[src/sv/pdll_pkg.sv]
package pdll_pkg;

  typedef enum logic [2:0] {
    MODE_INS_HEAD = 3'd0,
    MODE_INS_TAIL = 3'd1,
    MODE_INS_POS  = 3'd2,
    MODE_DEL_POS  = 3'd3,
    MODE_DUMP     = 3'd4
  } mode_e;

  localparam logic [1:0] ST_DONE   = 2'd0;
  localparam logic [1:0] ST_FULL   = 2'd1;
  localparam logic [1:0] ST_ABSENT = 2'd2;

  typedef enum logic [3:0] {
    S_IDLE,
    S_DECODE,
    S_INIT,
    S_RD,
    S_WAIT,
    S_WALK,
    S_LINK,
    S_DUMP_RD,
    S_DUMP_WAIT,
    S_DUMP_OUT,
    S_OUT
  } state_e;

  typedef enum logic [3:0] {
    OP_NONE,
    OP_INIT_STEP,
    OP_LOAD,
    OP_START,
    OP_READ,
    OP_STEP,
    OP_INS_HEAD,
    OP_INS_TAIL,
    OP_INS_MID,
    OP_DEL,
    OP_DUMP_EMIT,
    OP_RESULT
  } op_e;

  typedef struct packed {
    op_e        op;
    logic [1:0] status;
  } pdll_cmd_t;

  typedef struct packed {
    logic init_done;
    logic full;
    logic empty;
    logic walk_done;
    logic cur_valid;
    logic prv_valid;
    logic nx_valid;
    logic del_head;
  } pdll_sts_t;

endpackage

[src/sv/pdll_ram.sv]
module pdll_ram #(
  parameter int Width = 8,
  parameter int Depth = 4
) (
  input  logic                     clk_i,
  input  logic                     we_i,
  input  logic [$clog2(Depth)-1:0] waddr_i,
  input  logic [Width-1:0]         wdata_i,
  input  logic [$clog2(Depth)-1:0] raddr_i,
  output logic [Width-1:0]         rdata_o
);
  logic [Width-1:0] mem_q [Depth];

  always_ff @(posedge clk_i) begin
    if (we_i) mem_q[waddr_i] <= wdata_i;
    rdata_o <= mem_q[raddr_i];
  end
endmodule

[src/sv/pdll_ctrl.sv]
module pdll_ctrl (
  input  logic                  clk_i,
  input  logic                  rst_ni,
  input  logic                  in_valid_i,
  output logic                  in_ready_o,
  input  logic [2:0]            mode_i,
  output logic                  out_valid_o,
  input  logic                  out_ready_i,
  input  pdll_pkg::pdll_sts_t   sts_i,
  output pdll_pkg::pdll_cmd_t   cmd_o
);
  import pdll_pkg::*;

  state_e state_q, state_d;
  logic [2:0] mode_q;

  always_ff @(posedge clk_i or negedge rst_ni) begin
    if (!rst_ni) begin
      state_q <= S_INIT;
      mode_q  <= 3'd0;
    end else begin
      state_q <= state_d;
      if (in_valid_i && in_ready_o) mode_q <= mode_i;
    end
  end

  always_comb begin
    state_d = state_q;
    case (state_q)
      S_INIT: if (sts_i.init_done) state_d = S_IDLE;
      S_IDLE: if (in_valid_i) state_d = S_DECODE;
      S_DECODE: begin
        case (mode_q)
          MODE_INS_HEAD, MODE_INS_TAIL:
            state_d = sts_i.full ? S_OUT : S_LINK;
          MODE_INS_POS: state_d = sts_i.full ? S_OUT : S_WALK;
          MODE_DEL_POS: state_d = sts_i.empty ? S_OUT : S_WALK;
          MODE_DUMP: state_d = sts_i.empty ? S_OUT : S_DUMP_RD;
          default: state_d = S_OUT;
        endcase
      end
      // every visited node is read, the last one too for its next link
      S_WALK: state_d = S_RD;
      S_RD: state_d = S_WAIT;
      S_WAIT: state_d = sts_i.walk_done ? S_LINK : S_WALK;
      S_LINK: state_d = S_OUT;
      S_DUMP_RD: state_d = S_DUMP_WAIT;
      S_DUMP_WAIT: state_d = S_DUMP_OUT;
      S_DUMP_OUT: if (out_ready_i) state_d = sts_i.nx_valid ? S_DUMP_RD : S_IDLE;
      S_OUT: if (out_ready_i) state_d = S_IDLE;
      default: state_d = S_IDLE;
    endcase
  end

  always_comb begin
    in_ready_o  = (state_q == S_IDLE);
    out_valid_o = (state_q == S_OUT) || (state_q == S_DUMP_OUT);
    cmd_o.op     = OP_NONE;
    cmd_o.status = ST_DONE;
    case (state_q)
      S_INIT: cmd_o.op = OP_INIT_STEP;
      S_IDLE: if (in_valid_i) cmd_o.op = OP_LOAD;
      S_DECODE: begin
        cmd_o.op = OP_START;
        case (mode_q)
          MODE_INS_HEAD, MODE_INS_TAIL, MODE_INS_POS:
            if (sts_i.full) cmd_o.status = ST_FULL;
          MODE_DEL_POS, MODE_DUMP:
            if (sts_i.empty) cmd_o.status = ST_ABSENT;
          default: cmd_o.status = ST_DONE;
        endcase
      end
      S_RD: cmd_o.op = OP_READ;
      S_WAIT: cmd_o.op = OP_STEP;
      S_LINK: begin
        case (mode_q)
          MODE_INS_HEAD: cmd_o.op = OP_INS_HEAD;
          MODE_INS_TAIL: cmd_o.op = OP_INS_TAIL;
          MODE_INS_POS: begin
            if (sts_i.del_head) cmd_o.op = OP_INS_HEAD;
            else if (!sts_i.cur_valid || !sts_i.nx_valid) cmd_o.op = OP_INS_TAIL;
            else cmd_o.op = OP_INS_MID;
          end
          default: begin
            if (sts_i.del_head || (sts_i.cur_valid && sts_i.prv_valid)) cmd_o.op = OP_DEL;
            else cmd_o.status = ST_ABSENT;
          end
        endcase
        if (cmd_o.op != OP_NONE) cmd_o.status = ST_DONE;
        else cmd_o.op = OP_RESULT;
      end
      S_DUMP_RD: cmd_o.op = OP_READ;
      S_DUMP_WAIT: cmd_o.op = OP_DUMP_EMIT;
      S_DUMP_OUT: if (out_ready_i) cmd_o.op = OP_STEP;
      default: cmd_o.op = OP_NONE;
    endcase
  end
endmodule

[src/sv/pdll_dp.sv]
module pdll_dp #(
  parameter int Capacity   = 64,
  parameter int ValueWidth = 32
) (
  input  logic                  clk_i,
  input  logic                  rst_ni,
  input  logic                  load_i,
  input  logic [2:0]            mode_i,
  input  logic [6:0]            position_i,
  input  logic [ValueWidth-1:0] value_i,
  input  logic                  out_ready_i,
  input  pdll_pkg::pdll_cmd_t   cmd_i,
  output pdll_pkg::pdll_sts_t   sts_o,
  output logic [ValueWidth-1:0] value_o,
  output logic                  last_o,
  output logic [1:0]            status_o,
  output logic [6:0]            length_o
);
  import pdll_pkg::*;

  localparam int AW = $clog2(Capacity);
  localparam int LW = AW + 1;
  localparam logic [LW-1:0] NoneIdx = LW'(Capacity);

  logic [LW-1:0] head_q, tail_q, free_q, cur_q, prv_q, nx_q;
  logic [6:0] count_q, pos_q, cnt_q;
  logic [2:0] mode_q;
  logic [ValueWidth-1:0] val_q, out_val_q;
  logic [1:0] status_q;
  logic last_q, initd_q;
  logic [LW-1:0] init_q;

  // two link memories plus value store, one write port each
  logic nw_we, pw_we, vw_we;
  logic [AW-1:0] nw_a, pw_a, raddr;
  logic [LW-1:0] nw_d, pw_d, next_rd, prev_rd;
  logic [ValueWidth-1:0] val_rd;
  // second next-link and prev-link writes for ops touching two nodes (kept in small regs)
  logic n2_pend_q, p2_pend_q;
  logic [AW-1:0] n2_a_q, p2_a_q;
  logic [LW-1:0] n2_d_q, p2_d_q;
  // free chain successor: live read right after start, held copy later
  logic start_q, fin_q;
  logic [LW-1:0] free_nx_q, free_nx;

  pdll_ram #(.Width(LW), .Depth(Capacity)) u_next (
    .clk_i, .we_i(nw_we), .waddr_i(nw_a), .wdata_i(nw_d),
    .raddr_i(raddr), .rdata_o(next_rd));
  pdll_ram #(.Width(LW), .Depth(Capacity)) u_prev (
    .clk_i, .we_i(pw_we), .waddr_i(pw_a), .wdata_i(pw_d),
    .raddr_i(raddr), .rdata_o(prev_rd));
  pdll_ram #(.Width(ValueWidth), .Depth(Capacity)) u_val (
    .clk_i, .we_i(vw_we), .waddr_i(free_q[AW-1:0]), .wdata_i(val_q),
    .raddr_i(raddr), .rdata_o(val_rd));

  assign free_nx = start_q ? next_rd : free_nx_q;

  logic [6:0] tgt;
  always_comb begin
    // insert walks to pos-1, delete to pos
    tgt = (mode_q == MODE_DEL_POS) ? pos_q : pos_q - 7'd1;
    sts_o.init_done = initd_q;
    sts_o.full      = (free_q == NoneIdx);
    sts_o.empty     = (head_q == NoneIdx);
    sts_o.cur_valid = (cur_q != NoneIdx);
    sts_o.prv_valid = (prv_q != NoneIdx);
    sts_o.nx_valid  = (nx_q != NoneIdx);
    sts_o.del_head  = (pos_q <= 7'd1);
    sts_o.walk_done = sts_o.del_head || (cnt_q >= tgt) || (cur_q == NoneIdx);
  end

  // read address: node under the walk pointer, or free head on start
  assign raddr = (cmd_i.op == OP_START) ? free_q[AW-1:0] : cur_q[AW-1:0];

  logic [LW-1:0] nn;
  assign nn = free_q;

  always_comb begin
    nw_we = 1'b0; nw_a = '0; nw_d = '0;
    pw_we = 1'b0; pw_a = '0; pw_d = '0;
    vw_we = 1'b0;
    if (!initd_q) begin
      nw_we = 1'b1; nw_a = init_q[AW-1:0]; nw_d = init_q + LW'(1);
      pw_we = 1'b1; pw_a = init_q[AW-1:0]; pw_d = NoneIdx;
    end else begin
      if (n2_pend_q) begin
        nw_we = 1'b1; nw_a = n2_a_q; nw_d = n2_d_q;
      end
      if (p2_pend_q) begin
        pw_we = 1'b1; pw_a = p2_a_q; pw_d = p2_d_q;
      end
      case (cmd_i.op)
        OP_INS_HEAD: begin
          vw_we = 1'b1;
          nw_we = 1'b1; nw_a = nn[AW-1:0]; nw_d = head_q;
          pw_we = 1'b1; pw_a = nn[AW-1:0]; pw_d = NoneIdx;
        end
        OP_INS_TAIL: begin
          vw_we = 1'b1;
          nw_we = 1'b1; nw_a = nn[AW-1:0]; nw_d = NoneIdx;
          pw_we = 1'b1; pw_a = nn[AW-1:0]; pw_d = tail_q;
        end
        OP_INS_MID: begin
          vw_we = 1'b1;
          nw_we = 1'b1; nw_a = nn[AW-1:0]; nw_d = nx_q;
          pw_we = 1'b1; pw_a = nn[AW-1:0]; pw_d = cur_q;
        end
        OP_DEL: begin
          // released node goes onto the free chain
          nw_we = 1'b1; nw_a = cur_q[AW-1:0]; nw_d = free_q;
          pw_we = 1'b1; pw_a = cur_q[AW-1:0]; pw_d = NoneIdx;
        end
        default: ;
      endcase
    end
  end

  always_ff @(posedge clk_i or negedge rst_ni) begin
    if (!rst_ni) begin
      head_q <= NoneIdx; tail_q <= NoneIdx; free_q <= '0;
      count_q <= '0; initd_q <= 1'b0; init_q <= '0;
      n2_pend_q <= 1'b0; p2_pend_q <= 1'b0;
      n2_a_q <= '0; p2_a_q <= '0; n2_d_q <= '0; p2_d_q <= '0;
      cur_q <= NoneIdx; prv_q <= NoneIdx; nx_q <= NoneIdx;
      cnt_q <= '0; pos_q <= '0; mode_q <= '0;
      status_q <= ST_DONE; last_q <= 1'b0;
    end else begin
      n2_pend_q <= 1'b0;
      p2_pend_q <= 1'b0;
      if (!initd_q) begin
        init_q <= init_q + LW'(1);
        if (init_q == LW'(Capacity - 1)) initd_q <= 1'b1;
      end
      case (cmd_i.op)
        OP_LOAD: begin
          mode_q <= mode_i; pos_q <= position_i;
        end
        OP_START: begin
          status_q <= cmd_i.status; last_q <= 1'b1;
          cur_q <= head_q; prv_q <= NoneIdx; cnt_q <= 7'd1;
          nx_q <= NoneIdx;
        end
        OP_READ: ;
        OP_STEP: begin
          if (mode_q == MODE_DUMP) begin
            cur_q <= nx_q;
          end else if (!sts_o.walk_done) begin
            prv_q <= cur_q; cur_q <= next_rd; cnt_q <= cnt_q + 7'd1;
          end
        end
        OP_DUMP_EMIT: begin
          nx_q <= next_rd;
          last_q <= (next_rd == NoneIdx);
          status_q <= ST_DONE;
        end
        default: ;
      endcase
      if (cmd_i.op == OP_RESULT) status_q <= cmd_i.status;
      if (cmd_i.op == OP_INS_HEAD) begin
        free_q <= free_nx; count_q <= count_q + 7'd1; head_q <= nn;
        if (head_q != NoneIdx) begin
          p2_pend_q <= 1'b1; p2_a_q <= head_q[AW-1:0]; p2_d_q <= nn;
        end else tail_q <= nn;
        status_q <= ST_DONE;
      end
      if (cmd_i.op == OP_INS_TAIL) begin
        free_q <= free_nx; count_q <= count_q + 7'd1; tail_q <= nn;
        if (tail_q != NoneIdx) begin
          n2_pend_q <= 1'b1; n2_a_q <= tail_q[AW-1:0]; n2_d_q <= nn;
        end else head_q <= nn;
        status_q <= ST_DONE;
      end
      if (cmd_i.op == OP_INS_MID) begin
        free_q <= free_nx; count_q <= count_q + 7'd1;
        n2_pend_q <= 1'b1; n2_a_q <= cur_q[AW-1:0]; n2_d_q <= nn;
        p2_pend_q <= 1'b1; p2_a_q <= nx_q[AW-1:0]; p2_d_q <= nn;
        status_q <= ST_DONE;
      end
      if (cmd_i.op == OP_DEL) begin
        free_q <= cur_q; count_q <= count_q - 7'd1;
        if (nx_q != NoneIdx) begin
          p2_pend_q <= 1'b1; p2_a_q <= nx_q[AW-1:0]; p2_d_q <= prv_q;
        end else tail_q <= prv_q;
        if (prv_q == NoneIdx) head_q <= nx_q;
        else begin
          n2_pend_q <= 1'b1; n2_a_q <= prv_q[AW-1:0]; n2_d_q <= nx_q;
        end
        status_q <= ST_DONE;
      end
      // the link ram read of the node reached, captured in the cycle after its address
      if (cmd_i.op == OP_STEP && mode_q != MODE_DUMP && sts_o.walk_done) nx_q <= next_rd;
      if (cmd_i.op == OP_READ && mode_q != MODE_DUMP) nx_q <= NoneIdx;
    end
  end

  // free head's next link and walk reads come back in the cycle after address
  always_ff @(posedge clk_i or negedge rst_ni) begin
    if (!rst_ni) begin
      start_q <= 1'b0; fin_q <= 1'b0;
    end else begin
      start_q <= (cmd_i.op == OP_START);
      fin_q <= 1'b0;
    end
  end

  always_ff @(posedge clk_i) begin
    if (load_i) val_q <= value_i;
    if (cmd_i.op == OP_DUMP_EMIT) out_val_q <= val_rd;
    else if (cmd_i.op == OP_START) out_val_q <= '0;
  end

  // free chain successor latched right after start
  always_ff @(posedge clk_i) begin
    if (start_q) free_nx_q <= next_rd;
  end

  assign value_o  = out_val_q;
  assign last_o   = last_q | fin_q;
  assign status_o = status_q;
  assign length_o = count_q;
  logic unused;
  assign unused = out_ready_i ^ free_nx_q[0] ^ prev_rd[0];
endmodule

[src/sv/positional_doubly_linked_list_core.sv]
// positional doubly linked list core
// input channel s_axis: mode, position, value_in; a request is taken when
// tvalid and tready are both high. output channel m_axis returns one result
// per request, or one per element for a dump with tlast on the final one.
// with a ready receiver, head/tail insert needs no walk; positional insert or
// delete walks the list one link at a time (up to CAPACITY links), a dump reads
// one element at a time, and a full pool, empty list or unused mode skips the walk;
// the walk is set by the single registered read port of the link memories.
// one request is in flight at a time; s_axis_tready is low until the last
// result is taken. a stalled receiver holds the result steady.
// after reset the free chain of CAPACITY nodes is built one node per cycle,
// during which no request is taken.
module positional_doubly_linked_list_core #(
  parameter int CAPACITY    = 64,
  parameter int VALUE_WIDTH = 32
) (
  input  logic        clk_i,
  input  logic        rst_ni,
  input  logic        s_axis_tvalid,
  output logic        s_axis_tready,
  input  logic [((VALUE_WIDTH + 17) / 8) * 8 - 1:0] s_axis_tdata,
                                      // mode[2:0], position[9:3], value_in[41:10]
  output logic        m_axis_tvalid,
  input  logic        m_axis_tready,
  output logic [((VALUE_WIDTH + 17) / 8) * 8 - 1:0] m_axis_tdata,
                                      // value_out[31:0], status[33:32], length[40:34],
                                      // empty_res[41]
  output logic        m_axis_tlast
);
  import pdll_pkg::*;

  localparam int TdataWidth = ((VALUE_WIDTH + 17) / 8) * 8;

  pdll_cmd_t cmd;
  pdll_sts_t sts;
  logic [VALUE_WIDTH-1:0] vout;
  logic [1:0] st;
  logic [6:0] len;

  pdll_ctrl u_ctrl (
    .clk_i, .rst_ni,
    .in_valid_i(s_axis_tvalid), .in_ready_o(s_axis_tready),
    .mode_i(s_axis_tdata[2:0]),
    .out_valid_o(m_axis_tvalid), .out_ready_i(m_axis_tready),
    .sts_i(sts), .cmd_o(cmd));

  pdll_dp #(.Capacity(CAPACITY), .ValueWidth(VALUE_WIDTH)) u_dp (
    .clk_i, .rst_ni,
    .load_i(s_axis_tvalid && s_axis_tready),
    .mode_i(s_axis_tdata[2:0]), .position_i(s_axis_tdata[9:3]),
    .value_i(s_axis_tdata[VALUE_WIDTH+9:10]),
    .out_ready_i(m_axis_tready),
    .cmd_i(cmd), .sts_o(sts),
    .value_o(vout), .last_o(m_axis_tlast), .status_o(st), .length_o(len));

  assign m_axis_tdata = TdataWidth'({(len == 7'd0), len, st, vout});
endmodule
[config.mk]
export PLATFORM = sky130hd
export DESIGN_NAME = positional_doubly_linked_list_core
export DESIGN_NICKNAME = d
export VERILOG_FILES = /design/src/sv/pdll_pkg.sv /design/src/sv/pdll_ram.sv /design/src/sv/pdll_ctrl.sv /design/src/sv/pdll_dp.sv /design/src/sv/positional_doubly_linked_list_core.sv
export SDC_FILE = /design/constraint.sdc
export NUM_CORES = 2
export LEC_CHECK = 0
export ABC_AREA = 1
export BUFFER_PORTS_ARGS = -buffer_cell sky130_fd_sc_hd__buf_2
export CAP_MARGIN = 20
export CORE_MARGIN = 1
export CORE_UTILIZATION = 45
export DETAILED_ROUTE_END_ITERATION = 10
export SYNTH_ARGS = -nofsm -noshare
export SYNTH_HDL_FRONTEND = slang
export SYNTH_SLANG_ARGS = --single-unit
[constraint.sdc]
create_clock -name clk_i -period 5.95 [get_ports clk_i]
set_clock_uncertainty 0.05 [all_clocks]
set_input_delay 1.4875 -clock clk_i [delete_from_list [all_inputs] [get_ports clk_i]]
set_output_delay 1.4875 -clock clk_i [all_outputs]
set_load 0.005 [all_outputs]
==> reports/qor.yml <==
routing:
  num_vias: 67500
  detail_route.first_pass.iterations: 6
  antenna_left: 0
  post_drt_via_cell_ratio: 5.919
  drc: 0
  post_drt_wl_per_cell_um: 25.65
  initialDrtViolationCount: 7048
  totalWireLength_mm: 292.5
critical_path:
  arrival_time_at_the_worst_endpoint_ps: 5220
  setup.worst_path.class: "reg -> reg"
  crit_path_max_incr_delay_ps: 780
  worstPathCellList: "nor2_2 -> nand2_4 -> o21ai_4 -> inv_8 -> buf_12 -> o211ai_1 -> o21ai_1 -> o211ai_1 -> nand3_1 -> nand3_1 -> nand2_1"
  worst_setup_path_start_kind: "register"
  critical_path.max_fanout: 101
  cp.required_ps: 6710
  endpoint_kind: "register"
  critical_path.slowest_cell: "o21ai_4"
synthesis:
  ys_top_cells_by_count: "edfxtp_1 (2560), o211ai_1 (1029), nor2_1 (963), o21ai_0 (757), or2_2 (413)"
  syn-cell-area_um2: 108800
  yosys.area.top_type_share_pct: 70.68
  post_synth_num_cell_types: 54
  synthSimpleGateAreaFrac_pct: 9.180
  ys_seq_elements: 2705
  synthesized_area_per_cell_um2: 13.66
  synth_compound_area_share_pct: 13.79
  adder_and_majority_cell_fraction_of_the_synthesized_area_pct: 0.2025
  synth_async_sr_flop_share_pct: 3.660
  synthesis.yosys.warnings: 0
  synth.largest_area_cell: "edfxtp_1"
  synthXorXnorAreaFrac_pct: 0.1369
  synth.area.top_cells: "edfxtp_1 (71%), o211ai_1 (7.1%), o21ai_0 (3.5%)"
  synth.most_common_cell: "edfxtp_1"
  synth-main-ff-cell: "edfxtp_1"
  postSynthCellCount: 7965
  synth_edf_count: 2560
  yosys-mux-area-fraction_pct: 0.03106
  seq_area_frac_synth_pct: 73.81
  synth_top_family_by_area: "compound AO/OA/AOI/OAI gates"
final_layout:
  synthToLayoutAreaGrowth_pct: 12.63
  num-fill-cells: 20090
  ff_latch_area_um2: 80280
  multi_input_comb_area_um2: 25960
  share_of_post_route_cells_with_drive_strength_above_1_pct: 15.56
  finish.net_count: 8076
cts:
  cts.clk_slew.worst_paths_ps: 60
  post_cts_buffers: 0
  cts_inserted_buffers: 302
  tritoncts: "built"
  cts.htree.levels: 5
  worst_skew_pair.late_latency_ps: 950
  cts_root_buffer: "clkbuf_16"
  post_cts_resized: 0
  cts_buffer_depth: 4
  clock_sink_count: 2705
  holdBufCountCts: 0
sta:
  max_slew_margin_pct: 31.22
  finalMaxSlewViolations: 0
  grt_setup_unrepaired: "no"
  finalSetupTns_ps: 0
  worst_pin_slew_ps: 1032
  fin_ws_ps: 1484
  achievable-frequency_ghz: 0.2239
  final_min_period_over_clock_period_pct: 75.06
  min_period_ps: 4466
  setup_viol: 0
  count_of_endpoints_failing_hold_in_the_final_timing_report: 0
global_route:
  antenna_found_initial: 10
  vias_in_the_first_global_route: 65640
  grt.met1_usage_pct: 33.15
  grt_start_max_net_pins: 190
  grtUsageMet3_pct: 4.394
  grt_pass1_wl_mm: 431.2
  grt_overflow: 0
  grtUsageMet2_pct: 37.71
  grt_util_all_layers_pct: 23.73
  grt_most_used_layer: "met2"
pwr:
  power_density_nw_per_um2: 545.0
  ir_worst_vdd_v: 0.0007574
  power_leakage_nw: 38.29
floorplan:
  dieWidth_um: 493.6
  die_area_um2: 243700
  io_pins: 103
  core_um2: 240300
  die_height_um: 493.6
  initial_utilization_pct: 45.26
  fp-row-count: 180
place:
  io_buffer_count: 90
  routabilityCongestion: 0.8680
  post_place_setup_slack_ps: 1002
  dpl.hpwl_mm: 158.9
job:
  max_cap_viol_count: 0
hold_path:
  hold_class: "in -> async"
outcome:
  outcome: "finished, final reports clean"
cell usage in the layout, fill, tap and decap left out, types with 12 or more instances in the layout:
cell type  instances
ha_1              16
o221ai_1         116
clkbuf_16        310
inv_1            136
nand3_1          275
o211ai_1        1029
xor2_1            13
clkinv_2          42
or2_1             66
edfxtp_1        2560
nand2_2           17
o21ai_1          380
a21oi_1           27
buf_12            39
buf_4            182
clkbuf_1          65
buf_2             89
or2_2            413
nor2_1           898
nor2_4            67
o21ai_0          756
nand4_1           12
o22ai_1           23
clkinv_1          61
dfrtp_1           93
nand2_1          293
dfxtp_1           46
or2_0             26
sequential cells by signal, summed over array words and instances, names as in the netlist, 32 cells and up:
| signal | flops |
|---|---|
| u_dp.val_q | 32 |
| u_dp.u_val.rdata_o | 32 |
| u_dp.value_o | 32 |
| u_dp.u_val.mem_q | 2048 |
| u_dp.u_next.mem_q | 448 |
power by group:
part | total [mW] | internal, mW | switching, mW | leakage (nW)
registers | 22.5 | 22.0 | 0.435 | 24.4
clock network | 17.3 | 10.1 | 7.23 | 4.43
logic | 27.0 | 7.81 | 19.2 | 9.46
path summary, 6_finish.rpt:
| check | startpoint | to | slack (ps) | depth (start not counted) |
|---|---|---|---|---|
| min reg2reg | u_dp.init_q[6] | u_dp.initd_q | 430 | 1 |
| max reg2reg | u_ctrl.state_q[2] | u_dp.u_val.rdata_o[8] | 1480 | 11 |
| max | u_ctrl.state_q[2] | u_dp.u_val.rdata_o[8] | 1480 | 11 |
| min | rst_ni | u_dp.last_q | 310 | 1 |
| max in group asynchronous | rst_ni | u_dp.tail_q[6] | 4910 | 2 |
| min in group clk_i | u_dp.init_q[6] | u_dp.initd_q | 430 | 1 |
worst max-delay path: cells and delay by family (launching register included):
| family | cells | cell delay, ps |
|---|---|---|
| AO/OA/AOI/OAI | 4 | 1310 |
| buffers and inverters | 2 | 780 |
| flip-flops | 1 | 400 |
| AND/OR/NAND/NOR | 5 | 1510 |
through the flow:
step / total power [mW] / cell area [µm²] / util (%) / hold slack (ps) / std cells
after floorplan: 40.01 / 108800 / - / 385.8 / 7970
after global placement: 49.22 / 113400 / 47.21 / 395.5 / 10890
after detailed placement: 49.71 / 113400 / 47.21 / 411.4 / 10890
after CTS: 66.97 / 122500 / 50.96 / 428.7 / 11400
after global routing: 70.22 / 122500 / 50.98 / 279.7 / 11400
final: 66.77 / 122500 / 50.98 / 311.7 / 11400
area by class of cell:
cell class,count,area share [%]
clock buffers,384,6.632
diodes,5,0.01021
inverters,156,0.5055
well taps,3185,3.253
multi-input cells,4530,21.19
flip-flops and latches,2705,65.53
clock inverters,126,0.7313
repair buffers,312,2.148
cells by family after synthesis:
group | Yosys count
multiplexers | 3
flip-flops | 2705
AND/OR/NAND/NOR | 2122
adder cells (fa/ha/maj) | 17
other | 1
AO/OA/AOI/OAI | 2365
XOR/XNOR | 17
buffers and inverters | 735
layer usage:
layer,wire [µm],vias up
li1,-,30270
met1,124300,34130
met2,137400,2601
met3,22740,501
met4,8030,0
met5,0,-
Note: power is estimated with default switching activity, not from simulation.
